`config.mk`:
```
export PLATFORM = sky130hd
export DESIGN_NAME = arbb_term
export DESIGN_NICKNAME = d
export VERILOG_FILES = /design/src/rtl/arbb_pkg.sv /design/src/rtl/arbb_term.sv
export SDC_FILE = /design/constraint.sdc
export NUM_CORES = 2
export LEC_CHECK = 0
export ABC_AREA = 0
export BUFFER_PORTS_ARGS = -buffer_cell sky130_fd_sc_hd__buf_2
export CORE_MARGIN = 3
export CORE_UTILIZATION = 45
export DETAILED_ROUTE_END_ITERATION = 16
export SETUP_SLACK_MARGIN = 0.02
export SYNTH_ARGS = -nofsm -noshare
export SYNTH_HDL_FRONTEND = slang
export SYNTH_SLANG_ARGS = --single-unit
```
`constraint.sdc`:
```
create_clock -name clk -period 21.2 [get_ports clk]
set_input_delay 2.12 -clock clk [delete_from_list [all_inputs] [get_ports clk]]
set_output_delay 2.12 -clock clk [all_outputs]
set_load 0.02 [all_outputs]
```
`src/rtl/arbb_pkg.sv`:
```
`timescale 1ns / 1ps
// ----------------------------------------------------------------------------
// Affine rectangle bounding box: shared definitions
// Default sizes, configuration register indexes, the corner selection
// tables and the stage enable bundle used by the product pipeline.
// ----------------------------------------------------------------------------
package arbb_pkg;

	// Default fixed-point format: Q16.16 in 32 bits.
	localparam int FRAC_BITS_DEF   = 16;
	localparam int COORD_WIDTH_DEF = 32;

	// A saturated scaled product is clamped to +/- 2^61.
	localparam int PROD_LIMIT_EXP = 61;
	// A clamped product always fits in 63 signed bits.
	localparam int TERM_W         = 63;
	// Two products and an offset always fit in 64 signed bits.
	localparam int SUM_W          = 64;

	// Configuration register indexes.
	localparam int CFG_IDX_W = 3;
	typedef enum logic [CFG_IDX_W-1:0] {
		REG_COEF_XX  = 3'd0,
		REG_COEF_XY  = 3'd1,
		REG_OFFSET_X = 3'd2,
		REG_COEF_YX  = 3'd3,
		REG_COEF_YY  = 3'd4,
		REG_OFFSET_Y = 3'd5
	} cfg_reg_t;

	// Corner k uses x edge CORNER_X[k] (0 left, 1 right) and
	// y edge CORNER_Y[k] (0 top, 1 bottom).
	localparam int CORNER_X [4] = '{0, 1, 1, 0};
	localparam int CORNER_Y [4] = '{0, 0, 1, 1};

	// Load enables for the three stages inside the product unit.
	typedef struct packed {
		logic s2;
		logic s3;
		logic s4;
	} stage_en_t;

endpackage

```
`src/rtl/arbb_term.sv`:
```
`timescale 1ns / 1ps
// ----------------------------------------------------------------------------
// Affine rectangle bounding box: scaled product unit
// Forms floor(coef * operand / 2^FRAC_BITS), clamped to the range -2^61 - 1 to 2^61, over three
// register stages: two half-width partial products, their sum, then the
// scaling shift and clamp.
// ----------------------------------------------------------------------------
module arbb_term #(
	parameter int COORD_WIDTH = arbb_pkg::COORD_WIDTH_DEF,
	parameter int FRAC_BITS   = arbb_pkg::FRAC_BITS_DEF
) (
	input  logic                                  clk,
	input  arbb_pkg::stage_en_t                   en,
	input  logic signed [COORD_WIDTH-1:0]         coef,
	input  logic signed [COORD_WIDTH-1:0]         operand,
	output logic signed [arbb_pkg::TERM_W-1:0]    term_s4,
	output logic                                  sat_s4
);
	import arbb_pkg::*;

	localparam int LO_W  = COORD_WIDTH / 2;
	localparam int HI_W  = COORD_WIDTH - LO_W;
	localparam int PPL_W = COORD_WIDTH + LO_W + 1;
	localparam int PPH_W = COORD_WIDTH + HI_W;
	localparam int PW    = 2 * COORD_WIDTH;
	localparam int EW    = (PW > 64) ? PW : 64;

	localparam logic signed [EW-1:0] LIM      = EW'(1) << PROD_LIMIT_EXP;
	localparam logic signed [EW-1:0] LIM_NEG  = -LIM;
	localparam logic signed [EW-1:0] LIM_NEG1 = -LIM - EW'(1);
	localparam logic        [EW-1:0] REM_MASK = (EW'(1) << FRAC_BITS) - EW'(1);

	logic signed [LO_W:0]       coef_lo;
	logic signed [HI_W-1:0]     coef_hi;
	logic signed [PPL_W-1:0]    pp_lo_d;
	logic signed [PPH_W-1:0]    pp_hi_d;
	logic signed [PPL_W-1:0]    pp_lo_s2;
	logic signed [PPH_W-1:0]    pp_hi_s2;
	logic signed [PW-1:0]       prod_s3;
	logic signed [EW-1:0]       prod_ext;
	logic signed [EW-1:0]       scaled;
	logic                       rem_nz;
	logic                       sat_pos;
	logic                       sat_neg;
	logic signed [TERM_W-1:0]   term_d;

	// The coefficient splits into an unsigned low half and a signed high half.
	always_comb begin
		coef_lo = $signed({1'b0, coef[LO_W-1:0]});
		coef_hi = coef[COORD_WIDTH-1:LO_W];
		pp_lo_d = operand * coef_lo;
		pp_hi_d = operand * coef_hi;
	end

	always_ff @(posedge clk) begin
		if (en.s2) begin
			pp_lo_s2 <= pp_lo_d;
			pp_hi_s2 <= pp_hi_d;
		end
	end

	// Recombine the partial products into the exact product.
	always_ff @(posedge clk) begin
		if (en.s3) begin
			prod_s3 <= (PW'(pp_hi_s2) <<< LO_W) + PW'(pp_lo_s2);
		end
	end

	// The arithmetic shift rounds toward minus infinity. A negative product
	// saturates once its magnitude, rounded down, passes the limit.
	always_comb begin
		prod_ext = EW'(prod_s3);
		scaled   = prod_ext >>> FRAC_BITS;
		rem_nz   = |(prod_ext & REM_MASK);
		sat_pos  = scaled > LIM;
		sat_neg  = (scaled < LIM_NEG1) || ((scaled == LIM_NEG1) && !rem_nz);
		if (sat_pos) begin
			term_d = TERM_W'(LIM);
		end else if (sat_neg) begin
			term_d = TERM_W'(LIM_NEG);
		end else begin
			term_d = TERM_W'(scaled);
		end
	end

	always_ff @(posedge clk) begin
		if (en.s4) begin
			term_s4 <= term_d;
			sat_s4  <= sat_pos | sat_neg;
		end
	end

endmodule

```
# == Yosys cells after proc, flatten, opt, wreduce, memory -nomap -nowiden ==
# Index checks and enable logic that the tools add are counted.
# classes
add_sub_neg,1
n_mul,2
magnitude_cmp,2
eq_ne,1
n_mux,1
bitwise_logic,1
n_reduce_logical,5
# ops
op,count
$add 64x49->64,1
$eq 48x63->1 const B,1
$gt 48x63->1 const B,1
$lt 48x63->1 const B,1
$mux 63,1
$mul 32x17->49,1
$mul 32x16->48,1
$reduce_or 16->1,1
$reduce_or 2->1,1
$logic_and 1x1->1,1
$logic_not 1->1,1
$logic_or 1x1->1,1
$or 1x1->1,1
# totals
register_bits,225
output_inout_bits,64
elab_cells,19

# == Longest topological paths before layout ==
# logic_depth
depth_word,5
depth_mapped,25

# == Least setup slack after synthesis ==
# No wires, ideal clock.
# synth_path
kind,input to register
from,in operand[31]
to,reg pp_lo_s2[45] (data pin)
arrival_time_ns,7.915
path_slack_ns,13.027
stages,21
n_path_buf,2
path_cell_list,clkbuf_1 nand2_1 fa_1 inv_1 fa_1 fa_1 inv_1 fa_1 inv_1 fa_1 fa_1 ha_1 clkbuf_1 a21o_1 a21o_1 a21o_1 a21o_1 a2bb2oi_1 or3b_1 a21o_1 xor2_1
# synth_between
elab_chain_len,1
# synth_lines
item,line_no,rtl
"start, declared",arbb_term.sv:15,"input logic signed [COORD_WIDTH-1:0] operand,"
$mul 32x17->49,arbb_term.sv:51,pp_lo_d = operand * coef_lo;
net pp_lo_d[45],arbb_term.sv:35,logic signed [PPL_W-1:0] pp_lo_d;
"end signal, assigned",arbb_term.sv:57,pp_lo_s2 <= pp_lo_d;
"end, declared",arbb_term.sv:37,logic signed [PPL_W-1:0] pp_lo_s2;
# The timed path passes the listed nets, and every way through them passes these cells.
# A chain may end at the register's enable or synchronous reset.

# == Final worst setup path ==
# layout_path
from,in coef[17]
to,reg pp_hi_s2[40] (data pin)
# layout_between
elab_chain_len,1
# layout_lines
item,line_no,rtl
"start, declared",arbb_term.sv:14,"input logic signed [COORD_WIDTH-1:0] coef,"
$mul 32x16->48,arbb_term.sv:52,pp_hi_d = operand * coef_hi;
net pp_hi_d[40],arbb_term.sv:36,logic signed [PPH_W-1:0] pp_hi_d;
"end signal, assigned",arbb_term.sv:58,pp_hi_s2 <= pp_hi_d;
"end, declared",arbb_term.sv:38,logic signed [PPH_W-1:0] pp_hi_s2;
# The timed path passes the listed nets, and every way through them passes these cells.

==> flow_metrics.py <==
metrics = {
    "grt": {
        "antenna_found_initial": 12,
        "overflow": 0,
        "grt_use_total_pct": 23.2,
        "grt_pass1_vias": 32900,
        "grt_max_degree": 52,
        "grt_first_pass_wirelength_um": 180000,
    },
    "clocking": {
        "htreeDepth": 4,
        "cts.repair_timing.setup_buffer_count": 0,
        "clkSinkCount": 177,
        "cts-root-buf": "clkbuf_16",
        "cts_hold_buf": 0,
        "cts.repair.resized": 0,
        "cts.clk_slew.worst_paths_ns": 0.08,
        "clockBufferDepth": 2,
        "cts_made_buffers": 17,
        "worstSkewPairLatency_ns": 0.50,
        "cts_tree": "done",
    },
    "logic_synthesis": {
        "netlist_area_um2": 43400,
        "netlist_instances": 4613,
        "yosysMostFrequentCell": "inv_1",
        "synth_area_leaders": "fa_1, edfxtp_1, inv_1",
        "synth.distinct_cells": 72,
        "synth.top_cell.area_share_pct": 44.9,
        "yosysTopAreaCell": "fa_1",
        "synth_flop_cell": "edfxtp_1",
        "ys_top_cells_by_count": "inv_1, fa_1, nand2_1",
        "ys_warn_count": 0,
        "ys_seq_elements": 177,
        "ys_seq_area_share_pct": 12.2,
        "syn_nets": 5931,
        "synth-edff-count": 177,
        "async_reset_ff_share_pct": 0,
        "synth.avg_cell_area_um2": 9.41,
    },
    "drt": {
        "drt.antenna.violating_nets": 0,
        "drt_iter0_drc": 1642,
        "wl_per_cell_um": 18.8,
        "vias": 30400,
        "drt_first_pass_iters": 5,
        "wirelength_um": 110000,
        "drc": 0,
        "avgViaCountPerCell": 5.21,
    },
    "sta": {
        "finalSetupTns_ns": 0,
        "fin_crit_sh_pct": 42.7,
        "hold_viol": 0,
        "setup_viol": 0,
        "rsz0062_at_grt": "no",
        "tightest_slew_ns": 0.890,
        "fin_skew_ns": 0.0181,
        "max_freq_ghz": 0.110,
        "slew_headroom_pct": 40.7,
        "slew_violations": 0,
        "min_period_ns": 9.05,
    },
    "critical_path": {
        "crit_arrival_ns": 9.29,
        "end_kind": "flip-flop",
        "path_class": "input port to flip-flop",
        "r2r_slack_ns": 17.18,
        "critPathMaxFanout": 32,
        "setup.worst_path.start": "coef[17]",
        "crit_path_start_kind": "input port",
        "r2r-end": "prod_ext[63]",
        "required_ns": 21.44,
        "reg2reg_from": "pp_lo_s2[33]",
        "rr_worst_depth": 10,
    },
    "floorplanning": {
        "floorplan.initialDensity_pct": 45.6,
        "io_pins": 132,
        "num_rows": 113,
        "dieArea_um2": 100000,
        "die_w_um": 317,
        "die_h_um": 317,
        "core_um2": 95300,
    },
    "worst_hold_path": {
        "hp-start": "prod_ext[23]",
        "min_to": "term_s4[7]",
        "hold_class": "flip-flop to flip-flop",
        "whs_path_depth": 0,
    },
    "placement": {
        "dp_hpwl_um": 84900,
        "portBuffers": 130,
        "gp_congestion": 0.863,
    },
    "finish": {
        "drive_gt1_share_pct": 4.35,
        "nNetsFinal": 5860,
        "fillerInstances": 9147,
        "multi_input_area_um2": 33000,
        "syn_to_final_growth_pct": 4.66,
        "seq_area_um2": 5320,
    },
    "run": {
        "maxCapViolCount": 0,
    },
    "outcome": {
        "status": "completed",
    },
}
==> cell usage in the layout, fill, tap and decap left out, types with 5 or more instances in the layout <==
master,Yosys,final
fa_1,974,974
a31oi_1,12,12
or3_1,5,5
nand2_1,676,676
nor4_1,9,9
nand4_1,22,22
o21a_1,20,20
a2111oi_0,5,5
edfxtp_1,177,177
a21oi_1,109,109
diode_2,0,7
nand2b_1,14,14
o211ai_1,13,13
nor2_1,109,109
and2_1,389,389
nor3b_1,5,5
and3_1,23,23
nand3_1,29,29
o21bai_1,18,18
inv_1,1100,1100
buf_4,16,17
a21boi_0,6,6
a211oi_1,21,21
xnor2_1,80,80
nor2b_1,12,12
ha_1,276,276
nor3_1,27,27
o21ai_0,60,60
buf_2,2,129
clkbuf_16,0,17
xor2_1,40,40
a21o_1,68,68
a311oi_1,5,5
a211o_1,5,5
==> critical path, cell delays in order <==
cell and delay [ns]:
buf_2 0.64, nand2_1 0.18, fa_1 0.56, fa_1 0.49, fa_1 0.55, inv_1 0.05
fa_1 0.46, fa_1 0.54, inv_1 0.05, fa_1 0.48, inv_1 0.04, ha_1 0.40
and3_1 0.29, and2_0 0.17, a221oi_1 0.56, nand4_1 0.25, a211oi_2 0.52, nor3_1 0.22
nor4_1 0.37, o21ai_1 0.14, xnor2_1 0.16
==> logic make-up after synthesis <==
group,after synthesis,synth area share [%]
other,1,0.00864
buffers and inverters,1337,11.7
xor gates and xnor gates,120,2.42
muxes,1,0.0231
adders and majority gates,1250,52.9
and+or+nand+nor,1335,14.6
DFF,177,12.2
AOI/OAI and AO/OA,392,6.09
==> sequential cells by signal, indices dropped and copies added, names as in the netlist <==
register  flops
pp_hi_s2     48
prod_ext     48
term_s4      48
pp_lo_s2     33
==> per-stage QoR <==
step / hold WS (ns) / std cells / util (%) / setup WS [ns] / area [um^2]
floorplan: 0.400 / 4613 / - / 13.03 / 43400
global placement: 0.403 / 5788 / 47.0 / 11.82 / 44800
detailed placement: 0.405 / 5788 / 47.0 / 11.74 / 44800
CTS: 0.423 / 5820 / 47.7 / 12.30 / 45400
global route: 0.429 / 5820 / 47.7 / 11.81 / 45400
finish: 0.419 / 5827 / 47.7 / 12.15 / 45400
==> worst max-delay path by stage <==
stage	end	slack [ns]	depth (start not counted)
final	pp_hi_s2[40]	12.15	21
after global routing	pp_hi_s2[40]	11.81	21
after CTS	pp_hi_s2[40]	12.30	21
after detailed placement	pp_hi_s2[40]	11.74	21
after global placement	pp_hi_s2[46]	11.82	21
after floorplan	pp_lo_s2[45]	13.03	21
==> layout make-up <==
class | count | share of cell area, %
diodes | 7 | 0.0386
clock buffers | 17 | 0.936
clock inverters | 15 | 0.383
inverters | 1101 | 9.10
multi-input cells | 3099 | 72.7
flip-flops and latches | 177 | 11.7
well taps | 1265 | 3.48
repair buffers | 146 | 1.70
==> per-layer routing <==
layer  part of all wire, %  global-route usage, %
met5                 0.058                      0
met3                   6.9                   4.78
met1                    42                   30.2
met4                   2.9                   7.18
met2                    48                   39.0
Power is not shown: default switching activity piles up to over one toggle a cycle in this logic, so the estimate is an artifact.
